===== src/rtl/pidsc_pkg.sv =====
package pidsc_pkg;

	localparam int ERR_W  = 32;
	localparam int CAP_W  = 31;
	localparam int GAIN_W = 24;
	localparam int IDX_W  = 3;
	localparam int PROD_W = GAIN_W + 1 + ERR_W + 1;
	localparam int ACC_W  = PROD_W + 1;
	localparam int FRAC_W = 16;
	localparam int SH_W   = ACC_W - FRAC_W;

	localparam logic [IDX_W-1:0] REG_PROP_GAIN  = 3'd0;
	localparam logic [IDX_W-1:0] REG_INTEG_GAIN = 3'd1;
	localparam logic [IDX_W-1:0] REG_DERIV_GAIN = 3'd2;
	localparam logic [IDX_W-1:0] REG_ERR_TOL    = 3'd3;
	localparam logic [IDX_W-1:0] REG_INTEG_ZONE = 3'd4;
	localparam logic [IDX_W-1:0] REG_INTEG_LIM  = 3'd5;
	localparam logic [IDX_W-1:0] REG_MIN_DRIVE  = 3'd6;

	localparam logic [CAP_W-1:0] INTEG_LIM_RESET = {CAP_W{1'b1}};

	typedef struct packed {
		logic [GAIN_W-1:0] prop_gain;
		logic [GAIN_W-1:0] integ_gain;
		logic [GAIN_W-1:0] deriv_gain;
		logic [CAP_W-1:0]  error_tolerance;
		logic [CAP_W-1:0]  integ_zone;
		logic [CAP_W-1:0]  integ_limit;
		logic [CAP_W-1:0]  min_drive;
	} cfg_t;

	localparam cfg_t CFG_RESET = '{
		prop_gain:       '0,
		integ_gain:      '0,
		deriv_gain:      '0,
		error_tolerance: '0,
		integ_zone:      '0,
		integ_limit:     INTEG_LIM_RESET,
		min_drive:       '0
	};

	// Load strobes, one per register stage; each is high only when a valid word moves in.
	typedef struct packed {
		logic s1;
		logic s2;
		logic s3;
		logic s4;
		logic s5;
		logic so;
	} stage_ld_t;

	typedef struct packed {
		logic signed [ERR_W-1:0] err;
		logic [ERR_W-1:0]        abs_err;
		logic [CAP_W-1:0]        cap;
	} err_word_t;

	typedef struct packed {
		logic                    in_tol;
		logic signed [ERR_W-1:0] err;
		logic signed [ERR_W-1:0] integ;
		logic signed [ERR_W:0]   deriv;
		logic [CAP_W-1:0]        cap;
	} law_word_t;

	typedef struct packed {
		logic                    in_tol;
		logic signed [ACC_W-1:0] acc;
		logic [CAP_W-1:0]        cap;
	} acc_word_t;

endpackage


===== src/rtl/pidsc_cfg.sv =====
module pidsc_cfg (
	input  logic                            clk,
	input  logic                            arst_n,
	input  logic                            cfg_valid,
	output logic                            cfg_ready,
	input  logic [pidsc_pkg::IDX_W-1:0]     cfg_index,
	input  logic [pidsc_pkg::CAP_W-1:0]     cfg_data,
	output pidsc_pkg::cfg_t                 cfg
);
	import pidsc_pkg::*;

	cfg_t cfg_q;

	assign cfg_ready = 1'b1;
	assign cfg       = cfg_q;

	always_ff @(posedge clk or negedge arst_n) begin
		if (!arst_n) begin
			cfg_q <= CFG_RESET;
		end else if (cfg_valid) begin
			unique case (cfg_index)
				REG_PROP_GAIN:  cfg_q.prop_gain       <= cfg_data[GAIN_W-1:0];
				REG_INTEG_GAIN: cfg_q.integ_gain      <= cfg_data[GAIN_W-1:0];
				REG_DERIV_GAIN: cfg_q.deriv_gain      <= cfg_data[GAIN_W-1:0];
				REG_ERR_TOL:    cfg_q.error_tolerance <= cfg_data;
				REG_INTEG_ZONE: cfg_q.integ_zone      <= cfg_data;
				REG_INTEG_LIM:  cfg_q.integ_limit     <= cfg_data;
				REG_MIN_DRIVE:  cfg_q.min_drive       <= cfg_data;
				default: ;
			endcase
		end
	end

endmodule


===== config.mk =====
export PLATFORM = sky130hd
export DESIGN_NAME = pidsc_cfg
export DESIGN_NICKNAME = d
export VERILOG_FILES = /design/src/rtl/pidsc_pkg.sv /design/src/rtl/pidsc_cfg.sv
export SDC_FILE = /design/constraint.sdc
export NUM_CORES = 1
export LEC_CHECK = 0
export BUFFER_PORTS_ARGS = -buffer_cell sky130_fd_sc_hd__buf_2
export CORE_AREA = 2 2 137 126
export CTS_CLUSTER_DIAMETER = 150
export DETAILED_ROUTE_END_ITERATION = 10
export DIE_AREA = 0 0 139 128
export PLACE_DENSITY = 0.75
export SETUP_SLACK_MARGIN = 0.4
export SYNTH_ARGS = -nofsm -noshare
export SYNTH_HDL_FRONTEND = slang
export SYNTH_SLANG_ARGS = --single-unit
export TNS_END_PERCENT = 1

===== constraint.sdc =====
create_clock -name clk -period 1.6 [get_ports clk]
set_input_delay 0.16 -clock clk [delete_from_list [all_inputs] [get_ports clk]]
set_output_delay 0.16 -clock clk [all_outputs]
set_load 0.005 [all_outputs]

* Word level (Yosys, flattened, before mapping) *
Index checks and enable logic that the tools add are counted.
W data, S select, Z words.

storage, ports and cells
  register bits = 196
  input bits = 37

operators by class
  eq/ne operators = 6
  reductions and logical operators = 8

operators with widths
  cell                  count
  $reduce_and A2 Y1     7
  $eq A3 B3 Y1 const B  3
  $eq A3 B2 Y1 const B  2
  $eq A3 B1 Y1 const B  1
  $logic_not A3 Y1      1

* Longest topological paths before layout *
  depth after elaboration = 2
  gate-level depth with buffers = 4
  mapped depth without buffers = 2

* Worst setup path before layout *
OpenSTA, ideal clock, no wires.

  path kind = input -> register
  from = input cfg_index[0] (netlist bit)
  to = register cfg_q (netlist bit cfg[185])
  setup time = 125 ps
  arrival time = 1108 ps
  path slack = 368 ps
  stages on the path = 3
  path through = nor4b_4 > buf_4 > mux2_2

on the way
  word-level cells in the longest chain between the ends = 2

ends and longest elaborated chain
  item                         line             source
  start: declaration           pidsc_cfg.sv:6   input logic [pidsc_pkg::IDX_W-1:0] cfg_index,
  $logic_not A3 Y1             pidsc_cfg.sv:21  unique case (cfg_index)
  $reduce_and A2 Y1 (no line)  n/a
  end: declaration             pidsc_cfg.sv:12  cfg_t cfg_q;

No other way between the ends.
A chain may end at the register's enable or synchronous reset.

* Final worst setup path *
  from = register cfg_q (netlist bit cfg[42])
  to = output cfg[42] (netlist bit)

RTL lines
  item              line            source
  end: declaration  pidsc_cfg.sv:8  output pidsc_pkg::cfg_t cfg

No word-level cell between the ends.

==> results.py <==
metrics = {
    "global_route": {
        "grt_pass1_wl_um": 27600,
        "grt_overflow": 0,
        "grt_max_degree": 54,
        "antenna_found_initial": 0,
        "grt_busiest_layer": "met2",
        "met2_usage": 0.338,
        "grt.met3_usage": 0.0725,
        "grtUsageMet1": 0.246,
        "grt_pass1_vias": 4926,
        "grt_util_all_layers": 0.201,
    },
    "synthesis": {
        "syn_avg_cell_area_sq_um": 17.6,
        "syn_nets": 458,
        "yosysSeqAreaShare": 0.668,
        "yosysTopAreaCell": "dfrtp_1",
        "synthTopCellsByArea": "dfrtp_1 56%, mux2_2 29%, dfstp_2 11%",
        "ys_types": 12,
        "yosysWarnings": 0,
        "yosysTopAreaCellShare": 0.558,
        "synth_area_sq_um": 7400,
        "netlist_instances": 421,
        "ys_ff_latch": 196,
    },
    "power": {
        "power_density_nw_per_um2": 1430,
        "p_comb_frac": 0.204,
        "total_power_mw": 13.7,
        "p_sw_frac": 0.254,
        "p_sw_mw": 3.49,
        "leakage_nw": 4.56,
        "vdd_drop_max_mv": 0.916,
        "seqPwrFrac": 0.493,
        "p_clk_frac": 0.303,
        "p_int_mw": 10.2,
    },
    "clock_tree": {
        "cts_root_buf": "clkbuf_16",
        "cts_tree": "done",
        "cts.sinks": 196,
        "clk_path_buf_depth": 2,
        "cts-htree-levels": 4,
        "numCtsBuffers": 17,
        "clk_pin_slew_worst_paths_ps": 60,
        "clock_latency_ps": 420,
    },
    "route": {
        "post-route-drc-count": 0,
        "routed_wl_um": 17500,
        "wire_per_inst_um": 19.5,
        "routed-via-count": 4589,
        "first_pass_iters": 4,
        "ant_nets": 0,
        "viasPerCell": 5.10,
        "drtIter0Drc": 131,
    },
    "die": {
        "dieArea_sq_um": 17800,
        "rows": 45,
        "start_util": 0.450,
        "die_height_um": 128,
        "fp.dieW_um": 139,
        "core_sq_um": 16400,
        "ios": 234,
    },
    "placement": {
        "portBuffers": 232,
        "place_hpwl_um": 11600,
        "gp_congestion": 0.776,
        "pre_cts_slack_ps": 205,
    },
    "setup_path": {
        "start_kind": "flip-flop",
        "endpoint": "cfg[42]",
        "r2r_end": "cfg[41]",
        "crit_family": "flip-flops",
        "crit_buf_inv": 1,
        "critical-path-max-stage-delay_ps": 530,
        "path_cells": "buf_2",
        "r2r_slack_ps": 780,
        "crit_cells": 1,
        "worstPathArrival_ps": 1070,
        "critPathKind": "reg -> out",
        "r2r-start": "cfg[41]",
        "reg2reg_depth": 2,
        "required_ps": 1440,
        "endpoint_kind": "primary output",
        "critPathLaunch": "cfg[42]",
        "cp_max_fo": 2,
        "critPathSlowestCell": "dfstp_2",
    },
    "outcome": {
        "status": "completed",
    },
    "cells_and_area": {
        "final-seq-area_sq_um": 4940,
        "antennaDiodeCount": 0,
        "area_growth_pct": 30.1,
        "layout-drive-gt1-share": 0.738,
        "nNetsFinal": 712,
        "n_fill_cell": 1317,
        "multi_input_area_sq_um": 2310,
        "largest_register_ffs": 196,
    },
    "run": {
        "drv_cap": 0,
    },
    "min_path": {
        "min_path_type": "in -> reg",
        "hold_path_startpoint": "cfg_data[27]",
    },
    "sta": {
        "fmax_ghz": 0.816,
        "min_period_ps": 1230,
        "rsz0062_at_grt": "yes",
        "hold_viol": 0,
        "worst_slack_ps": 375,
        "finalClockSkew_ps": 0,
        "setup_violations": 0,
        "fin_setup_tns_ps": 0,
        "slew_violations": 0,
        "fin_crit_sh": 0.766,
    },
}
==> cell families (layout without fill, tap and decap cells) <==
family	Yosys count	count (layout)	synth area share
other	1	1	0.000507
and+or+nand+nor	7	7	0.0118
buffers and inverters	21	288	0.0203
DFF	196	196	0.668
muxes	196	196	0.299
==> layout make-up <==
cell class,count,area share
Clock buffer,25,0.0535
Timing Repair Buffer,256,0.159
Sequential cell,196,0.513
Tap cell,211,0.0274
Clock inverter,7,0.00715
Multi-Input combinational cell,204,0.239
==> power by group through the flow <==
| stage | logic [mW] | clock network, mW | registers (mW) |
|---|---|---|---|
| after floorplan | 1.05 | 0 | 6.86 |
| after global placement | 2.69 | 0 | 6.75 |
| after detailed placement | 2.77 | 0 | 6.82 |
| after CTS | 2.81 | 4.28 | 6.76 |
| after global routing | 3.05 | 4.49 | 6.90 |
| final | 2.80 | 4.16 | 6.77 |
==> metal layers <==
| metal | vias to the layer above | wire length, um |
|---|---|---|
| met5 | - | 0 |
| met4 | 0 | 204 |
| met3 | 18 | 1380 |
| met2 | 166 | 8690 |
| met1 | 2399 | 7230 |
| li1 | 2006 | - |
==> cell usage in the layout, fill, tap and decap left out <==
cell type and count:
conb_1 1, clkinv_2 3, buf_12 10, nand4b_1 3, mux2_1 3, dlygate4sd3_1 6
mux2_2 191, clkinvlp_4 2, nor4b_4 1, dfstp_2 31, buf_6 8, and4bb_2 3
bufinv_16 1, clkbuf_16 17, clkbuf_8 6, buf_2 224, clkbuf_1 2, buf_4 8
dfrtp_1 165, inv_6 1, mux2_4 2
==> Yosys cell counts (all sizes together) <==
library cell	n
and4bb	3
mux2	196
nor4b	1
dfrtp	165
conb	1
buf	21
nand4b	3
dfstp	31
==> worst min-delay path by stage <==
stage | end | depth (start not counted)
after floorplan | cfg[0] | 0
after global placement | cfg[100] | 1
after detailed placement | cfg[100] | 1
after CTS | cfg[120] | 2
after global routing | cfg[58] | 2
final | cfg[120] | 2
==> repair_timing <==
action                                 in CTS  in global routing
resized for setup                           1                  6
pin swaps                                   0                  0
hold buffers                                6                  0
endpoints found under the hold margin      58                  0
setup endpoints to repair                  31                 31
buffers inserted                            2                  0
==> through the flow <==
step | util | cell area (sq um) | std cells | hold slack, ps
2_1_floorplan | - | 7410 | 421 | -136
3_3_place_gp | 0.543 | 8930 | 859 | 93.8
3_5_place_dp | 0.543 | 8930 | 859 | 95.3
4_1_cts | 0.583 | 9590 | 899 | 0.476
5_1_grt | 0.586 | 9630 | 899 | 13.5
6_report | 0.586 | 9630 | 899 | 25.1
Note: power is estimated with default switching activity, not from simulation.
