<file path="src/rtl/pidsc_pkg.sv">
package pidsc_pkg;

	localparam int ERR_W  = 32;
	localparam int CAP_W  = 31;
	localparam int GAIN_W = 24;
	localparam int IDX_W  = 3;
	localparam int PROD_W = GAIN_W + 1 + ERR_W + 1;
	localparam int ACC_W  = PROD_W + 1;
	localparam int FRAC_W = 16;
	localparam int SH_W   = ACC_W - FRAC_W;

	localparam logic [IDX_W-1:0] REG_PROP_GAIN  = 3'd0;
	localparam logic [IDX_W-1:0] REG_INTEG_GAIN = 3'd1;
	localparam logic [IDX_W-1:0] REG_DERIV_GAIN = 3'd2;
	localparam logic [IDX_W-1:0] REG_ERR_TOL    = 3'd3;
	localparam logic [IDX_W-1:0] REG_INTEG_ZONE = 3'd4;
	localparam logic [IDX_W-1:0] REG_INTEG_LIM  = 3'd5;
	localparam logic [IDX_W-1:0] REG_MIN_DRIVE  = 3'd6;

	localparam logic [CAP_W-1:0] INTEG_LIM_RESET = {CAP_W{1'b1}};

	typedef struct packed {
		logic [GAIN_W-1:0] prop_gain;
		logic [GAIN_W-1:0] integ_gain;
		logic [GAIN_W-1:0] deriv_gain;
		logic [CAP_W-1:0]  error_tolerance;
		logic [CAP_W-1:0]  integ_zone;
		logic [CAP_W-1:0]  integ_limit;
		logic [CAP_W-1:0]  min_drive;
	} cfg_t;

	localparam cfg_t CFG_RESET = '{
		prop_gain:       '0,
		integ_gain:      '0,
		deriv_gain:      '0,
		error_tolerance: '0,
		integ_zone:      '0,
		integ_limit:     INTEG_LIM_RESET,
		min_drive:       '0
	};

	// Load strobes, one per register stage; each is high only when a valid word moves in.
	typedef struct packed {
		logic s1;
		logic s2;
		logic s3;
		logic s4;
		logic s5;
		logic so;
	} stage_ld_t;

	typedef struct packed {
		logic signed [ERR_W-1:0] err;
		logic [ERR_W-1:0]        abs_err;
		logic [CAP_W-1:0]        cap;
	} err_word_t;

	typedef struct packed {
		logic                    in_tol;
		logic signed [ERR_W-1:0] err;
		logic signed [ERR_W-1:0] integ;
		logic signed [ERR_W:0]   deriv;
		logic [CAP_W-1:0]        cap;
	} law_word_t;

	typedef struct packed {
		logic                    in_tol;
		logic signed [ACC_W-1:0] acc;
		logic [CAP_W-1:0]        cap;
	} acc_word_t;

endpackage

</file>
<file path="src/rtl/pidsc_integ.sv">
module pidsc_integ (
	input  logic                 clk,
	input  logic                 arst_n,
	input  pidsc_pkg::stage_ld_t ld,
	input  pidsc_pkg::cfg_t      cfg,
	input  pidsc_pkg::err_word_t word_s2,
	output pidsc_pkg::law_word_t word_s3
);
	import pidsc_pkg::*;

	logic signed [ERR_W-1:0] integral_q;
	logic signed [ERR_W-1:0] prev_err_q;
	logic                    in_tol;
	logic                    in_zone;
	logic signed [ERR_W:0]   sum;
	logic signed [ERR_W:0]   lim;
	logic signed [ERR_W:0]   clamped;
	logic signed [ERR_W-1:0] integ_new;
	law_word_t               word_d;

	always_comb begin
		in_tol  = word_s2.abs_err <= {1'b0, cfg.error_tolerance};
		in_zone = word_s2.abs_err < {1'b0, cfg.integ_zone};
		sum     = $signed(integral_q) + $signed(word_s2.err);
		lim     = $signed({2'b00, cfg.integ_limit});
		if (sum > lim) begin
			clamped = lim;
		end else if (sum < -lim) begin
			clamped = -lim;
		end else begin
			clamped = sum;
		end
		// Leaving the zone clears the integral; zero is always inside the clamp.
		integ_new = in_zone ? clamped[ERR_W-1:0] : '0;

		word_d.in_tol = in_tol;
		word_d.err    = word_s2.err;
		word_d.integ  = integ_new;
		word_d.deriv  = $signed(word_s2.err) - $signed(prev_err_q);
		word_d.cap    = word_s2.cap;
	end

	always_ff @(posedge clk or negedge arst_n) begin
		if (!arst_n) begin
			integral_q <= '0;
			prev_err_q <= '0;
		end else if (ld.s3) begin
			prev_err_q <= word_s2.err;
			if (!in_tol) begin
				integral_q <= integ_new;
			end
		end
	end

	always_ff @(posedge clk) begin
		if (ld.s3) begin
			word_s3 <= word_d;
		end
	end

endmodule

</file>
<file path="config.mk">
export PLATFORM = sky130hd
export DESIGN_NAME = pidsc_integ
export DESIGN_NICKNAME = d
export VERILOG_FILES = /design/src/rtl/pidsc_pkg.sv /design/src/rtl/pidsc_integ.sv
export SDC_FILE = /design/constraint.sdc
export NUM_CORES = 1
export LEC_CHECK = 0
export ABC_AREA = 1
export BUFFER_PORTS_ARGS = -buffer_cell sky130_fd_sc_hd__buf_2
export CAP_MARGIN = 20
export CORE_ASPECT_RATIO = 0.75
export CORE_UTILIZATION = 40
export DETAILED_ROUTE_END_ITERATION = 16
export GPL_ROUTABILITY_DRIVEN = 0
export MAX_ROUTING_LAYER = met4
export PLACE_DENSITY = 0.66
export SLEW_MARGIN = 20
export SYNTH_ARGS = -nofsm -noshare
export SYNTH_HDL_FRONTEND = slang
export SYNTH_SLANG_ARGS = --single-unit
export TNS_END_PERCENT = 50
</file>
<file path="constraint.sdc">
create_clock -name clk -period 4.05 [get_ports clk]
set_clock_uncertainty 0.1 [all_clocks]
set_input_delay 0.6075 -clock clk [delete_from_list [all_inputs] [get_ports clk]]
set_output_delay 0.6075 -clock clk [all_outputs]
set_load 0.05 [all_outputs]
</file>
After elaboration in Yosys (flattened, before gate mapping)
Cells that the tools add are included.
- flip-flop bits (word level): 193
- logic and storage cells: 19
- output and inout bits: 129
- input port bits: 299
- order comparisons: 4
- add/subtract/negate cells: 3
- reductions and logical operators: 1
- bitwise operators: 1
- mux-type cells: 3
- operators with widths (operator ; count):
    $mux 32 ; 3
    $add 32x32->33 ; 1
    $gt 33x32->1 ; 1
    $lt 33x33->1 ; 1
    $neg 31->33 ; 1
    $sub 32x32->33 ; 1
    $le 32x31->1 ; 1
    $lt 32x31->1 ; 1
    $reduce_and 2->1 ; 1
    $not 1->1 ; 1

Depth between registers and ports, before layout
- word-level depth: 5
- gate-level depth with buffers: 32
- gate-level depth less buffers: 31

Worst setup path before layout
Ideal clock, no wire load.
- path kind: input-to-reg
- start: input port word_s2[63] in the netlist's numbering
- end: register word_s3[84] in the netlist's numbering, data pin
- cell stages on the path: 21
- arrival: 4265 ps
- slack: -564 ps
- setup time: 249 ps
- buffers on the path: 1
- required time: 3701 ps
- cell sequence: ha_1 > fa_1 > nand3_1 > nand2_1 > a21oi_1 > o21ai_0 > a21oi_1 > o21ai_0 > xor2_1 > ha_1 > a21oi_1 > o21ai_0 > nand3_1 > a21oi_1 > a211oi_1 > nand3_4 > buf_2 > nand3_1 > nand3_2 > nand2_1 > inv_1
- cells in the longest elaborated chain, start to end: 5
- elaborated cells on any way between the ends: 6
- classes of those cells: 1 x add/sub; 2 x order compare; 3 x mux
- ends and longest elaborated chain (element ; RTL line ; text):
    from (decl) ; pidsc_integ.sv:6 ; input pidsc_pkg::err_word_t word_s2,
    $add 32x32->33 (*) ; pidsc_integ.sv:24 ; sum = $signed(integral_q) + $signed(word_s2.err);
    $lt 33x33->1 ; pidsc_integ.sv:28 ; end else if (sum < -lim) begin
    $mux 32 ; pidsc_integ.sv:28 ;
    $mux 32 (*) ; pidsc_integ.sv:26 ; if (sum > lim) begin
    $mux 32 (*) ; pidsc_integ.sv:34 ; integ_new = in_zone ? clamped[ERR_W-1:0] : '0;
    net integ_new[20] ; pidsc_integ.sv:18 ; logic signed [ERR_W-1:0] integ_new;
    to (signal assigned) ; pidsc_integ.sv:57 ; word_s3 <= word_d;
    to (decl) ; pidsc_integ.sv:7 ; output pidsc_pkg::law_word_t word_s3
The timed path passes the listed nets; every way through them passes the cells marked *.
A chain may end at the register's enable or synchronous reset.

Worst setup path in the final report
- start: register integral_q[0]
- end: register word_s3[77] in the netlist's numbering, data pin
- cells in the longest elaborated chain, start to end: 5
- elaborated cells on any way between the ends: 6
- classes of those cells: 1 x add/sub; 2 x order compare; 3 x mux
- ends and longest elaborated chain (element ; RTL line ; text):
    from (decl) ; pidsc_integ.sv:11 ; logic signed [ERR_W-1:0] integral_q;
    from (signal assigned) ; pidsc_integ.sv:50 ; integral_q <= integ_new;
    $add 32x32->33 (*) ; pidsc_integ.sv:24 ;
    $lt 33x33->1 ; pidsc_integ.sv:28 ;
    $mux 32 ; pidsc_integ.sv:28 ;
    $mux 32 (*) ; pidsc_integ.sv:26 ;
    $mux 32 (*) ; pidsc_integ.sv:34 ;
    net integ_new[13] ; pidsc_integ.sv:18 ;
Marks and branches as above.

==> summary.md <==
| Metric | Value |
|---|---|
| P_leak | 10.95 nW |
| Worst min path class | in2async |
| EDFF count, synth | 129 |
| CTS tree | done |
| Tmin final | 4.477 ns |
| Vias per cell | around 5.2 |
| Post-synth top area cell | edfxtp_1 |
| Least-Margin Pin Slew | 1.042 ns |
| Detailed Place HPWL | between 30 and 40 mm |
| Max Freq | 223.3 MHz |
| P&R area growth vs syn | 42.76% |
| Post-synthesis sequential element count | 193 |
| WP data arrival | ~4.6 ns |
| Share of cells above drive strength 1 | 37.52% |
| CTS sink count | approximately 190 |
| Largest cells by area after synthesis | edfxtp_1, ha_1, dfrtp_1, nand2_1, inv_1 |
| Final hold vios | 0 |
| Synth top area share | 26.21% |
| Drc violations | 0 |
| Vias in the first global route | between 10,000 and 15,000 |
| CP max FO | 6 |
| Fin util | approximately three fifths |
| Most common cell in the netlist | nand2_1 |
| PnR worst setup slack | -0.4274 ns |
| Average size of a mapped cell | 8.192 sq um |
| Clk pin slew, worst setup/hold paths | about 0.080 ns |
| H-tree Lvls | 4 |
| Boundary Pins | 428 |
| Post-cts hold buffer count | 0 |
| Chip width | 224.0 um |
| RSZ-0062 raised after global routing | yes |
| Mapped Nets | roughly 2,300 |
| Outcome | complete, but fails checks |
| CTS root buf | clkbuf_16 |
| Pwr/cell area | ~800 nW/um^2 |
| Worst r2r path cells | 29 |
| Vert. Die Dim | roughly 170 um |
| Cells after DPL | 2,874 |
| Top post-synthesis cells by count | nand2_1, inv_1, ha_1 |
| First-pass GRT wire length | 74.39 mm |
| Reg-to-reg startpoint | integral_q[0] |
| Port-buffer cells | 319 |
| Cells after Synth | 1,804 |
| Period utilization | 110.6% |
| Initial core utilization | between 40% and 50% |
| Worst Setup Start Kind | register |
| Warnings, synthesis | 0 |
| Critical Path End Type | register |
| Ys async rst share | 33.16% |
| Max-slew violation count | 0 |
| First drt pass iteration count | 6 |
| Post-synth top flop | edfxtp_1 |
| GR Util All Layers | 26.00% |
| Layout Cells excl Fill | 2,928 |
| Post-synthesis sequential area ratio | between 30% and 40% |
| CP max stage delay | roughly 0.44 ns |
| Routed wire length per instance | 16.97 um |
| Post-DRT Antenna Nets | 0 |
| Reg2reg end | word_s3[77] |
| Worst setup path class | reg2reg |
| R2r setup slk | -0.43 ns |
| Nets | roughly 2,900 |
| 1st-iter DRT viols | approximately 1,200 |
| Die Area | 37,730 sq um |
| Vias | around 15,000 |
| # setup viols final | 64 |
| Hold slack | 0.1820 ns |
| Worst skew pair latency | 0.46 ns |
| Worst EP required | between 4 and 5 ns |
| CP dominant cell by count | nand2_1 |
| Initial antenna violation count | 1 |
| Slowest CP cell | dfrtp_1 |
| Setup TNS | -21.24 ns |
| TritonCTS Buffers | 17 |
| Largest net degree at the start of global routing | 192 |
| Netlist Area Pre-Place | 14,780 sq um |
| Core ar. | roughly 36,000 sq um |
| Total congestion overflow | 0 |
| Clock tree buffer depth | 2 |
| Aggregate routed wire length | around 50 mm |
| DP Worst Slack | -0.8055 ns |
| Maxcap violations | 0 |
| FP Rows | 60 |
| Failing checks | negative setup slack |
| Slew Limit Headroom | 30.55% |
| VDD IR max | between 0.0005 and 0.0006 V |
| Synth unique cells | 55 |
report_power, final:
| part | switching [W] | total [W] | internal [W] |
|---|---|---|---|
| sequential | 0.000226 | 0.00283 | 0.00260 |
| combinational | 0.00705 | 0.0122 | 0.00514 |
| clock | 0.000901 | 0.00180 | 0.000903 |
| total | 0.00817 | 0.0168 | 0.00865 |
repair_timing:
action,in CTS,in global routing
endpoints found under the setup margin,64,64
resized for setup,73,178
setup buffers,7,13
pin swaps,21,95
gates cloned,2,3
registers in the layout, indices dropped and copies added, names as in the netlist:
name        flops
integral_q     32
prev_err_q     32
word_s3       129
area by class of cell:
class	count	area (sq um)
Antenna cell	1	2.502
Clock buffer	17	425.4
Clock inverter	15	198.9
Fill cell	3097	15010
Inverter	309	1160
Multi-Input combinational cell	1275	9089
Sequential cell	193	5475
Tap cell	496	620.6
Timing Repair Buffer	622	4128
cells in the final DEF, fill, tap and decap left out, types with 59 or more instances in the layout:
| cell type | count |
|---|---|
| edfxtp_1 | 129 |
| ha_1 | 174 |
| a21oi_1 | 116 |
| nand2_1 | 343 |
| buf_4 | 274 |
| nand3_1 | 59 |
| dfrtp_1 | 64 |
| nand3_2 | 65 |
| nor2_1 | 76 |
| inv_1 | 282 |
| o21ai_0 | 88 |
| buf_2 | 318 |
worst max-delay path by stage:
stage,startpoint,end,slack [ns],depth (start not counted)
final,integral_q[0],word_s3[77],-0.43,29
after global routing,integral_q[11],word_s3[68],-0.59,28
after CTS,integral_q[0],word_s3[75],-0.16,28
after detailed placement,word_s2[82],word_s3[75],-0.81,24
after global placement,word_s2[82],word_s3[92],-0.79,24
after floorplan,word_s2[63],word_s3[82],-0.006,23
routing by layer:
layer  part of all wire [%]  track usage (%)
met5                      0                -
met4                    1.8            6.373
met3                    8.6            4.652
met2                     43            37.39
met1                     47            37.57
worst max-delay path: cells and delay by family, from the launching register on:
family / cells / cell delay (ns)
compound gates: 3 / 0.48
buf+inv: 5 / 0.54
xor+xnor: 1 / 0.16
simple gates: 17 / 1.74
flops: 1 / 0.44
fa+ha+maj: 3 / 0.78
per-stage QoR:
stage          instance area, sq um  total power, W
2_1_floorplan                 14920        0.008494
3_3_place_gp                  19180         0.01221
3_5_place_dp                  19180         0.01245
4_1_cts                       20210         0.01504
5_1_grt                       21100         0.01779
6_report                      21100         0.01682
cell families after synthesis:
logic type / count (synthesis) / share of synthesized area, %
AOI/OAI and AO/OA: 309 / 11.61
xor gates and xnor gates: 75 / 4.495
adders and majority gates: 190 / 16.19
buffers and inverters: 337 / 9.008
DFF: 193 / 37.05
and+or+nand+nor: 700 / 21.66
No activity file was read; power rests on OpenSTA's default activity.
