**src/rtl/pidsc_pkg.sv**
```systemverilog
package pidsc_pkg;

	localparam int ERR_W  = 32;
	localparam int CAP_W  = 31;
	localparam int GAIN_W = 24;
	localparam int IDX_W  = 3;
	localparam int PROD_W = GAIN_W + 1 + ERR_W + 1;
	localparam int ACC_W  = PROD_W + 1;
	localparam int FRAC_W = 16;
	localparam int SH_W   = ACC_W - FRAC_W;

	localparam logic [IDX_W-1:0] REG_PROP_GAIN  = 3'd0;
	localparam logic [IDX_W-1:0] REG_INTEG_GAIN = 3'd1;
	localparam logic [IDX_W-1:0] REG_DERIV_GAIN = 3'd2;
	localparam logic [IDX_W-1:0] REG_ERR_TOL    = 3'd3;
	localparam logic [IDX_W-1:0] REG_INTEG_ZONE = 3'd4;
	localparam logic [IDX_W-1:0] REG_INTEG_LIM  = 3'd5;
	localparam logic [IDX_W-1:0] REG_MIN_DRIVE  = 3'd6;

	localparam logic [CAP_W-1:0] INTEG_LIM_RESET = {CAP_W{1'b1}};

	typedef struct packed {
		logic [GAIN_W-1:0] prop_gain;
		logic [GAIN_W-1:0] integ_gain;
		logic [GAIN_W-1:0] deriv_gain;
		logic [CAP_W-1:0]  error_tolerance;
		logic [CAP_W-1:0]  integ_zone;
		logic [CAP_W-1:0]  integ_limit;
		logic [CAP_W-1:0]  min_drive;
	} cfg_t;

	localparam cfg_t CFG_RESET = '{
		prop_gain:       '0,
		integ_gain:      '0,
		deriv_gain:      '0,
		error_tolerance: '0,
		integ_zone:      '0,
		integ_limit:     INTEG_LIM_RESET,
		min_drive:       '0
	};

	// Load strobes, one per register stage; each is high only when a valid word moves in.
	typedef struct packed {
		logic s1;
		logic s2;
		logic s3;
		logic s4;
		logic s5;
		logic so;
	} stage_ld_t;

	typedef struct packed {
		logic signed [ERR_W-1:0] err;
		logic [ERR_W-1:0]        abs_err;
		logic [CAP_W-1:0]        cap;
	} err_word_t;

	typedef struct packed {
		logic                    in_tol;
		logic signed [ERR_W-1:0] err;
		logic signed [ERR_W-1:0] integ;
		logic signed [ERR_W:0]   deriv;
		logic [CAP_W-1:0]        cap;
	} law_word_t;

	typedef struct packed {
		logic                    in_tol;
		logic signed [ACC_W-1:0] acc;
		logic [CAP_W-1:0]        cap;
	} acc_word_t;

endpackage

```
**src/rtl/pidsc_front.sv**
```systemverilog
module pidsc_front (
	input  logic                            clk,
	input  pidsc_pkg::stage_ld_t            ld,
	input  logic [pidsc_pkg::ERR_W-1:0]     target_value,
	input  logic [pidsc_pkg::ERR_W-1:0]     feedback_value,
	input  logic [pidsc_pkg::CAP_W-1:0]     speed_cap,
	output pidsc_pkg::err_word_t            word_s2
);
	import pidsc_pkg::*;

	logic signed [ERR_W-1:0] tgt_s1;
	logic signed [ERR_W-1:0] fb_s1;
	logic [CAP_W-1:0]        cap_s1;
	logic signed [ERR_W:0]   diff;
	logic signed [ERR_W-1:0] err_sat;
	err_word_t               word_d;

	always_ff @(posedge clk) begin
		if (ld.s1) begin
			tgt_s1 <= target_value;
			fb_s1  <= feedback_value;
			cap_s1 <= speed_cap;
		end
	end

	always_comb begin
		diff = tgt_s1 - fb_s1;
		// The two top bits differ only when the difference left the 32-bit range.
		if (diff[ERR_W] != diff[ERR_W-1]) begin
			err_sat = diff[ERR_W] ? {1'b1, {(ERR_W-1){1'b0}}} : {1'b0, {(ERR_W-1){1'b1}}};
		end else begin
			err_sat = diff[ERR_W-1:0];
		end
		word_d.err     = err_sat;
		word_d.abs_err = err_sat[ERR_W-1] ? (~err_sat + 1'b1) : err_sat;
		word_d.cap     = cap_s1;
	end

	always_ff @(posedge clk) begin
		if (ld.s2) begin
			word_s2 <= word_d;
		end
	end

endmodule

```
**config.mk**
```make
export PLATFORM = sky130hd
export DESIGN_NAME = pidsc_front
export DESIGN_NICKNAME = d
export VERILOG_FILES = /design/src/rtl/pidsc_pkg.sv /design/src/rtl/pidsc_front.sv
export SDC_FILE = /design/constraint.sdc
export NUM_CORES = 1
export LEC_CHECK = 0
export ABC_AREA = 1
export BUFFER_PORTS_ARGS = -buffer_cell sky130_fd_sc_hd__buf_2
export CAP_MARGIN = 20
export CORE_ASPECT_RATIO = 1.75
export CORE_UTILIZATION = 56
export DETAILED_ROUTE_END_ITERATION = 10
export PLACE_DENSITY_LB_ADDON = 0.12
export SLEW_MARGIN = 10
export SYNTH_ARGS = -nofsm -noshare
export SYNTH_HDL_FRONTEND = slang
export SYNTH_SLANG_ARGS = --single-unit
export TNS_END_PERCENT = 100
```
**constraint.sdc**
```tcl
create_clock -name clk -period 4.8 [get_ports clk]
set_input_delay 0 -clock clk [delete_from_list [all_inputs] [get_ports clk]]
set_output_delay 0 -clock clk [all_outputs]
set_load 0.05 [all_outputs]
```
======== Word level (Yosys, flattened, before mapping) ========
Index checks and enable logic that the tools add are counted.
storage, ports and cells
  RAM bits ................................ 0
  register bits after elaboration ......... 190
  ROM bits ................................ 0
  input bits .............................. 102
  latch bits .............................. 0
  output and inout port bits .............. 95
  word-level logic and storage cells ...... 14
  memories kept ........................... 0
operators by class
  reduce and logical (&&, ||, !) cells .... 0
  equality and inequality tests ........... 1
  $mul .................................... 0
  bitwise gates (word level) .............. 1
  magnitude comparators ................... 0
  divide/modulo/power cells ............... 0
  add/subtract/negate cells ............... 2
  muxes and demuxes ....................... 3
  shifts and indexed selects .............. 0
operator list
  cell                                           number
  two-way mux 32 bit                             2
  subtractor 32 x 32 -> 33 bit                   1
  adder 32 x 1 -> 32 bit, second input constant  1
  NOT 32 bit                                     1
  two-way mux 31 bit                             1
  != test 1 bit                                  1

======== Depth between registers and ports, before layout ========
Gate-level depths: netlist of the first run.
  depth in word-level cells ............... 6
  depth in mapped cells ................... 36
  mapped depth without buffers ............ 34

======== Least setup slack after synthesis of the first run ========
No wires, ideal clock.
  kind .................................... register to register
  start point ............................. reg tgt_s1[15]
  end point ............................... reg word_s2[53] (netlist bit) (data pin)
  clock period less this slack ............ 4.248 ns
  buffers on the path ..................... 3
  stages on the path, launching flop included .. 31
  required time ........................... 4.543 ns
  setup slack ............................. 0.552 ns
  setup time .............................. 0.257 ns
  data arrival time ....................... 3.991 ns
  cell sequence ........................... edfxtp_1 ha_1 nand2_1 inv_1 nand2_1 nand2_1 a21oi_1 o21ai_0 nor2_1 nand2_1 nand2_1 nand2_1 a21o_1 xor2_1 inv_1 ha_1 clkbuf_1 nand3_4 buf_4 buf_2 nand2_1 inv_1 ha_1 inv_1 nor2_1 nand3_1 nor2_2 nand3_2 nand2_4 nand2_1 xor2_1
RTL lines
  item                    RTL line           source
  from (decl)             pidsc_front.sv:11  logic signed [ERR_W-1:0] tgt_s1;
  from (signal assigned)  pidsc_front.sv:20  tgt_s1 <= target_value;
  to (signal assigned)    pidsc_front.sv:41  word_s2 <= word_d;
  to (decl)               pidsc_front.sv:7   output pidsc_pkg::err_word_t word_s2

==> results.toml, run 1 <==
[logic_synthesis]
ys_types = 35
synth_seq_area_share_pct = 58.8
mappedNetlistArea_mm2 = 0.00966
synth_nets = 1152
synthCells = 1014
ys_seq_elements = 189
yosysWarnings = 0
avgSynthCellArea_um2 = 9.52

[detailed_routing]
ant_nets = 0
num_vias = 7796
wirelength_um = 23700
drtIter0Drc = 359
drc_errors = 0
firstDrtPassIters = 5
via_per_inst = 4.97
wl_per_cell_um = 15.1

[global_routing]
first_global_vias = 7854
grt_start_max_net_pins = 95
gr-total-overflow = 0
grt_use_total_pct = 28.5
grt_antenna_before_repair = 0
grt_pass1_wl_um = 37600

[die]
num_io_pins = 197
coreArea_mm2 = 0.0169
dieArea_mm2 = 0.0178
start_util_pct = 57.2
fp.dieW_um = 101
die_y_um = 176
core.rowCount = 63

[critical_path]
crit_start = "tgt_s1[6]"
r2r_cells = 25
worstSetupStartpointType = "register"
worstPathMaxFanout = 16
r2r_end = "word_s2[53]"
cp_common_cell = "nand2_1"
crit_family = "simple AND/OR/NAND/NOR gates"
critPathKind = "reg -> reg"
rr_startpoint = "tgt_s1[6]"
slowest_stage = "edfxtp_1"
r2r_setup_slack_ns = 0.43
cp_num_cells = 25
timing.critical_path.to = "word_s2[53]"
end_kind = "register"
max_stage_delay_ns = 0.39
cp.required_ns = 4.99
critPathBufInv = 5
arrival_ns = 4.57

[cts]
clk_pin_slew_worst_paths_ns = 0.07
post_cts_buffers = 0
cts_buffers = 17
cts_tree = "yes"
htree_levels = 4
clkLatencyLatePin_ns = 0.45
cts_sinks = 189
clockRootBuffer = "clkbuf_16"
clock_path_buffers = 2

[finish]
post-route-util_pct = 74.6
num-nets-final = 1467
nFillCells = 1264
drive_above_1_share_pct = 22.1
areaGrowthSynthToFinish_pct = 30.3
multi_input_area_mm2 = 0.00324
layout_commonest_cell = "nand2_1"
layout_common_cells = "nand2_1 (317), buf_2 (190), edfxtp_1 (189), inv_1 (175), dlygate4sd3_1 (96)"
final-seq-area_mm2 = 0.00568
antennaDiodeCount = 0

[timing]
max_clock_freq_mhz = 229
min_period_ns = 4.37
setup_viol = 0
slew_headroom_pct = 34.4
worst_pin_slew_ns = 0.973
final_max_slew_viol_count = 0
fin_crit_sh_pct = 91.1
tns_ns = 0
rsz0062_at_grt = "false"
hold_viol = 0
fin_skew_ns = 0.0153

[power]
p_per_area_mw_per_mm2 = 548
ir_worst_vdd_uv = 449
p_leak_nw = 6.05

[outcome]
status = "finished, final reports clean"

[place]
dp_hpwl_um = 15800
io_buffers = 192
finalWeightedCongestion = 0.864

[hold_path]
hold_class = "in -> reg"

[run]
max-cap-violations = 0
## layout make-up
type                            count  area share [%]
Inverter                          181            5.40
Tap cell                          227            2.26
Clock inverter                     15            1.27
Multi-Input combinational cell    630            25.7
Sequential cell                   189            45.1
Timing Repair Buffer              310            16.8
Clock buffer                       17            3.38
## per-layer routing
layer / vias up / global-route usage (%) / wire length, um
met5: - / 0 / 0
met3: 54 / 4.70 / 977
met1: 3566 / 29.3 / 8690
met4: 0 / 13.5 / 784
met2: 256 / 54.3 / 13300
li1: 3920 / - / -
## kinds of logic after synthesis
family                     after synthesis  synth area share [%]
and+or+nand+nor                        530                  24.2
DFF                                    189                  58.8
AOI/OAI and AO/OA                       48                  2.88
adders and majority gates               36                  4.74
xor gates and xnor gates                16                  1.45
buffers and inverters                  195                  7.97
## through the flow
step           hold slack (ns)  instance area, um^2  setup WS, ns  total power, mW  instances
6_report                 0.108                12600         0.426             6.89       1569
3_5_place_dp             0.178                11000         0.235             5.43       1440
2_1_floorplan           0.0989                 9660         0.552             4.72       1014
4_1_cts                  0.252                12500         0.222             6.86       1568
5_1_grt                  0.132                12600       0.00898             7.28       1569
3_3_place_gp             0.176                11000         0.360             5.38       1440
## worst min-delay path by stage
stage | start | to | slack, ns | depth (start not counted)
finish | ld[4] | word_s2[85] | 0.11 | 1
global route | ld[4] | word_s2[85] | 0.13 | 1
CTS | feedback_value[22] | fb_s1[22] | 0.25 | 2
detailed placement | target_value[27] | tgt_s1[27] | 0.18 | 1
global placement | speed_cap[4] | cap_s1[4] | 0.18 | 1
floorplan | speed_cap[0] | cap_s1[0] | 0.1 | 0
## timing repair
item / in CTS / in global routing
hold buffers: 96 / 0
gates resized for setup: 0 / 6
setup endpoints to repair: 0 / 21
endpoints found under the hold margin: 121 / 0
## sequential cells by signal (all words and copies together) (netlist names)
name / cells
word_s2: 94
fb_s1: 32
cap_s1: 31
tgt_s1: 32
## power by group
part | leakage (nW) | switching (mW) | internal (mW)
registers | 1.85 | 0.0747 | 2.28
clock network | 0.279 | 0.653 | 0.733
logic | 3.92 | 2.27 | 0.875
total | 6.05 | 3.00 | 3.89
## worst register-to-register path: cells and delay by family, from the launching register on
kind | cells | cell delay [ns]
AO/OA/AOI/OAI | 1 | 0.12
XOR/XNOR | 2 | 0.35
adder cells (fa/ha/maj) | 2 | 0.74
buffers and inverters | 5 | 0.63
flip-flops | 1 | 0.39
AND/OR/NAND/NOR | 15 | 1.92
## cells in the mapped netlist (all sizes together)
library cell	count	share of area [%]
or2	6	0.39
nand3b	6	0.47
xor2	12	1.1
clkinv	1	0.039
ha	35	4.5
o21bai	4	0.35
edfxtp	189	59
nor2	82	3.5
fa	1	0.21
buf	9	0.74
clkbuf	5	0.19
nand2	328	13
nand4	13	0.84
nand3	91	5.6
o21ai	12	0.62
a21o	3	0.23
o211a	1	0.10
xnor2	4	0.36
inv	180	7.0
a21oi	28	1.6
nor3	4	0.26
No activity file was read; power rests on OpenSTA's default activity.
==> run 2, diff against run 1 <==
--- a/config.mk
+++ b/config.mk
@@ -8,10 +8,11 @@
 export ABC_AREA = 1
 export BUFFER_PORTS_ARGS = -buffer_cell sky130_fd_sc_hd__buf_2
 export CAP_MARGIN = 20
-export CORE_ASPECT_RATIO = 1.75
+export CORE_ASPECT_RATIO = 1.1
 export CORE_UTILIZATION = 56
 export DETAILED_ROUTE_END_ITERATION = 10
 export PLACE_DENSITY_LB_ADDON = 0.12
+export RECOVER_POWER = 25
 export SLEW_MARGIN = 10
 export SYNTH_ARGS = -nofsm -noshare
 export SYNTH_HDL_FRONTEND = slang
==> results.toml, run 2 (same netlist as run 1, synthesis figures left out) <==
[timing]
slew_headroom_pct = -80.4
fin_skew_ns = 0.0114
worst_pin_slew_ns = 2.71
setup_viol = 0
max_clock_freq_mhz = 230
min_period_ns = 4.36
setup_ws_ns = 0.445
fin_crit_sh_pct = 90.7
final_max_slew_viol_count = 81
tns_ns = 0
hold_viol = 0

[global_routing]
grt_antenna_before_repair = 0
grt_start_max_net_pins = 96
grtUsageMet2_pct = 45.8
grt_use_total_pct = 25.8
grt_use_met1_pct = 31.9
gr-total-overflow = 0
grt_use_met3_pct = 4.81
grt.busiest_layer = "met2"
first_global_vias = 7329
grt_pass1_wl_um = 35100

[die]
dieArea_mm2 = 0.0178
fp.dieW_um = 127
coreArea_mm2 = 0.0170
die_y_um = 140
start_util_pct = 57.0
num_io_pins = 197
core.rowCount = 50

[finish]
stdcell_count = 1568
areaGrowthSynthToFinish_pct = 31.0
layout_common_cells = "nand2_1 (313), edfxtp_1 (189), buf_2 (186), inv_1 (175), dlygate4sd3_1 (95)"
largest_reg_flops = 94
post-route-util_pct = 74.6
layout_commonest_cell = "nand2_1"
num-nets-final = 1459
reg_top3 = "word_s2: 94 flops, fb_s1: 32 flops, tgt_s1: 32 flops"
regMostFlops = "word_s2"
drive_above_1_share_pct = 22.7
antennaDiodeCount = 0

[cts]
cts_sinks = 189
clockRootBuffer = "clkbuf_16"
clk_pin_slew_worst_paths_ns = 0.08
clkLatencyLatePin_ns = 0.45
clock_path_buffers = 2
cts_tree = "yes"
htree_levels = 4
cts_buffers = 17

[critical_path]
crit_family = "simple AND/OR/NAND/NOR gates"
arrival_ns = 4.57
cp.required_ns = 5.01
r2r_setup_slack_ns = 0.44
worstSetupStartpointType = "register"
cp_common_cell = "nand2_1"
worstPathMaxFanout = 22
end_kind = "register"
max_stage_delay_ns = 0.40
critPathBufInv = 9
slowest_stage = "ha_2"
critPathKind = "reg -> reg"

[outcome]
status = "finished, violations left"
violations = "max-capacitance violations, max-slew violations"

[power]
p_per_area_mw_per_mm2 = 551
ir_worst_vdd_uv = 350
p_leak_nw = 6.02

[place]
io_buffers = 192
place_ws_ns = 0.239
dp_hpwl_um = 14500
dp.cells = 1438
finalWeightedCongestion = 0.837

[detailed_routing]
wl_per_cell_um = 14.1
drtIter0Drc = 566
wirelength_um = 22100
ant_nets = 0
firstDrtPassIters = 4
drc_errors = 0
via_per_inst = 4.84
num_vias = 7593

[hold_path]
hold_class = "in -> reg"

[run]
max-cap-violations = 2
run 2: changes by cell type in the layout (fill, tap and decap cells not counted), sizes merged:
cell / delta
dlygate4sd3: -1
clkbuf: +6
inv: +1
clkinvlp: -2
buf: -13
clkinv: +1
run 2: power breakdown:
group / switching, mW / internal, mW / total, mW / leakage, nW
Sequential: 0.0791 / 2.28 / 2.36 / 1.85
Clock: 0.712 / 0.763 / 1.47 / 0.307
Combinational: 2.29 / 0.853 / 3.14 / 3.86
run 2: through the flow:
stage | hold slack [ns] | total power, mW | area (um^2)
CTS | 0.00351 | 6.93 | 12500
finish | 0.259 | 6.97 | 12700
global placement | 0.176 | 5.35 | 10900
floorplan | 0.0989 | 4.72 | 9660
detailed placement | 0.178 | 5.40 | 10900
global route | 0.241 | 7.37 | 12700
run 2: layer usage:
layer  routed length (um)  vias up
met5                    0        -
met4                  272        0
met3                  983       22
met2                11300      207
met1                 9480     3462
li1                     -     3902
run 2: layout make-up:
| type | count | area, um^2 |
|---|---|---|
| clock buffer | 17 | 425 |
| clock inverter | 15 | 215 |
| fill | 1227 | 4300 |
| inverter | 181 | 679 |
| multi-input combinational | 630 | 3320 |
| sequential | 189 | 5680 |
| tap | 234 | 293 |
| timing repair buffer | 302 | 2040 |
run 2: what timing repair did:
item | 4_1_cts | 5_1_grt
hold endpoints to repair | 95 | 0
gates resized for setup | 0 | 26
endpoints found under the setup margin | 0 | 26
buffers inserted | 0 | 2
hold buffers | 95 | 0
run 2: path summary, 6_finish.rpt:
check / endpoint / cells after the start / from
worst max-delay path: word_s2[50] / 33 / tgt_s1[12]
worst min-delay path: cap_s1[19] / 2 / speed_cap[19]
worst min register to register: word_s2[20] / 0 / cap_s1[20]
worst max register to register: word_s2[50] / 33 / tgt_s1[12]
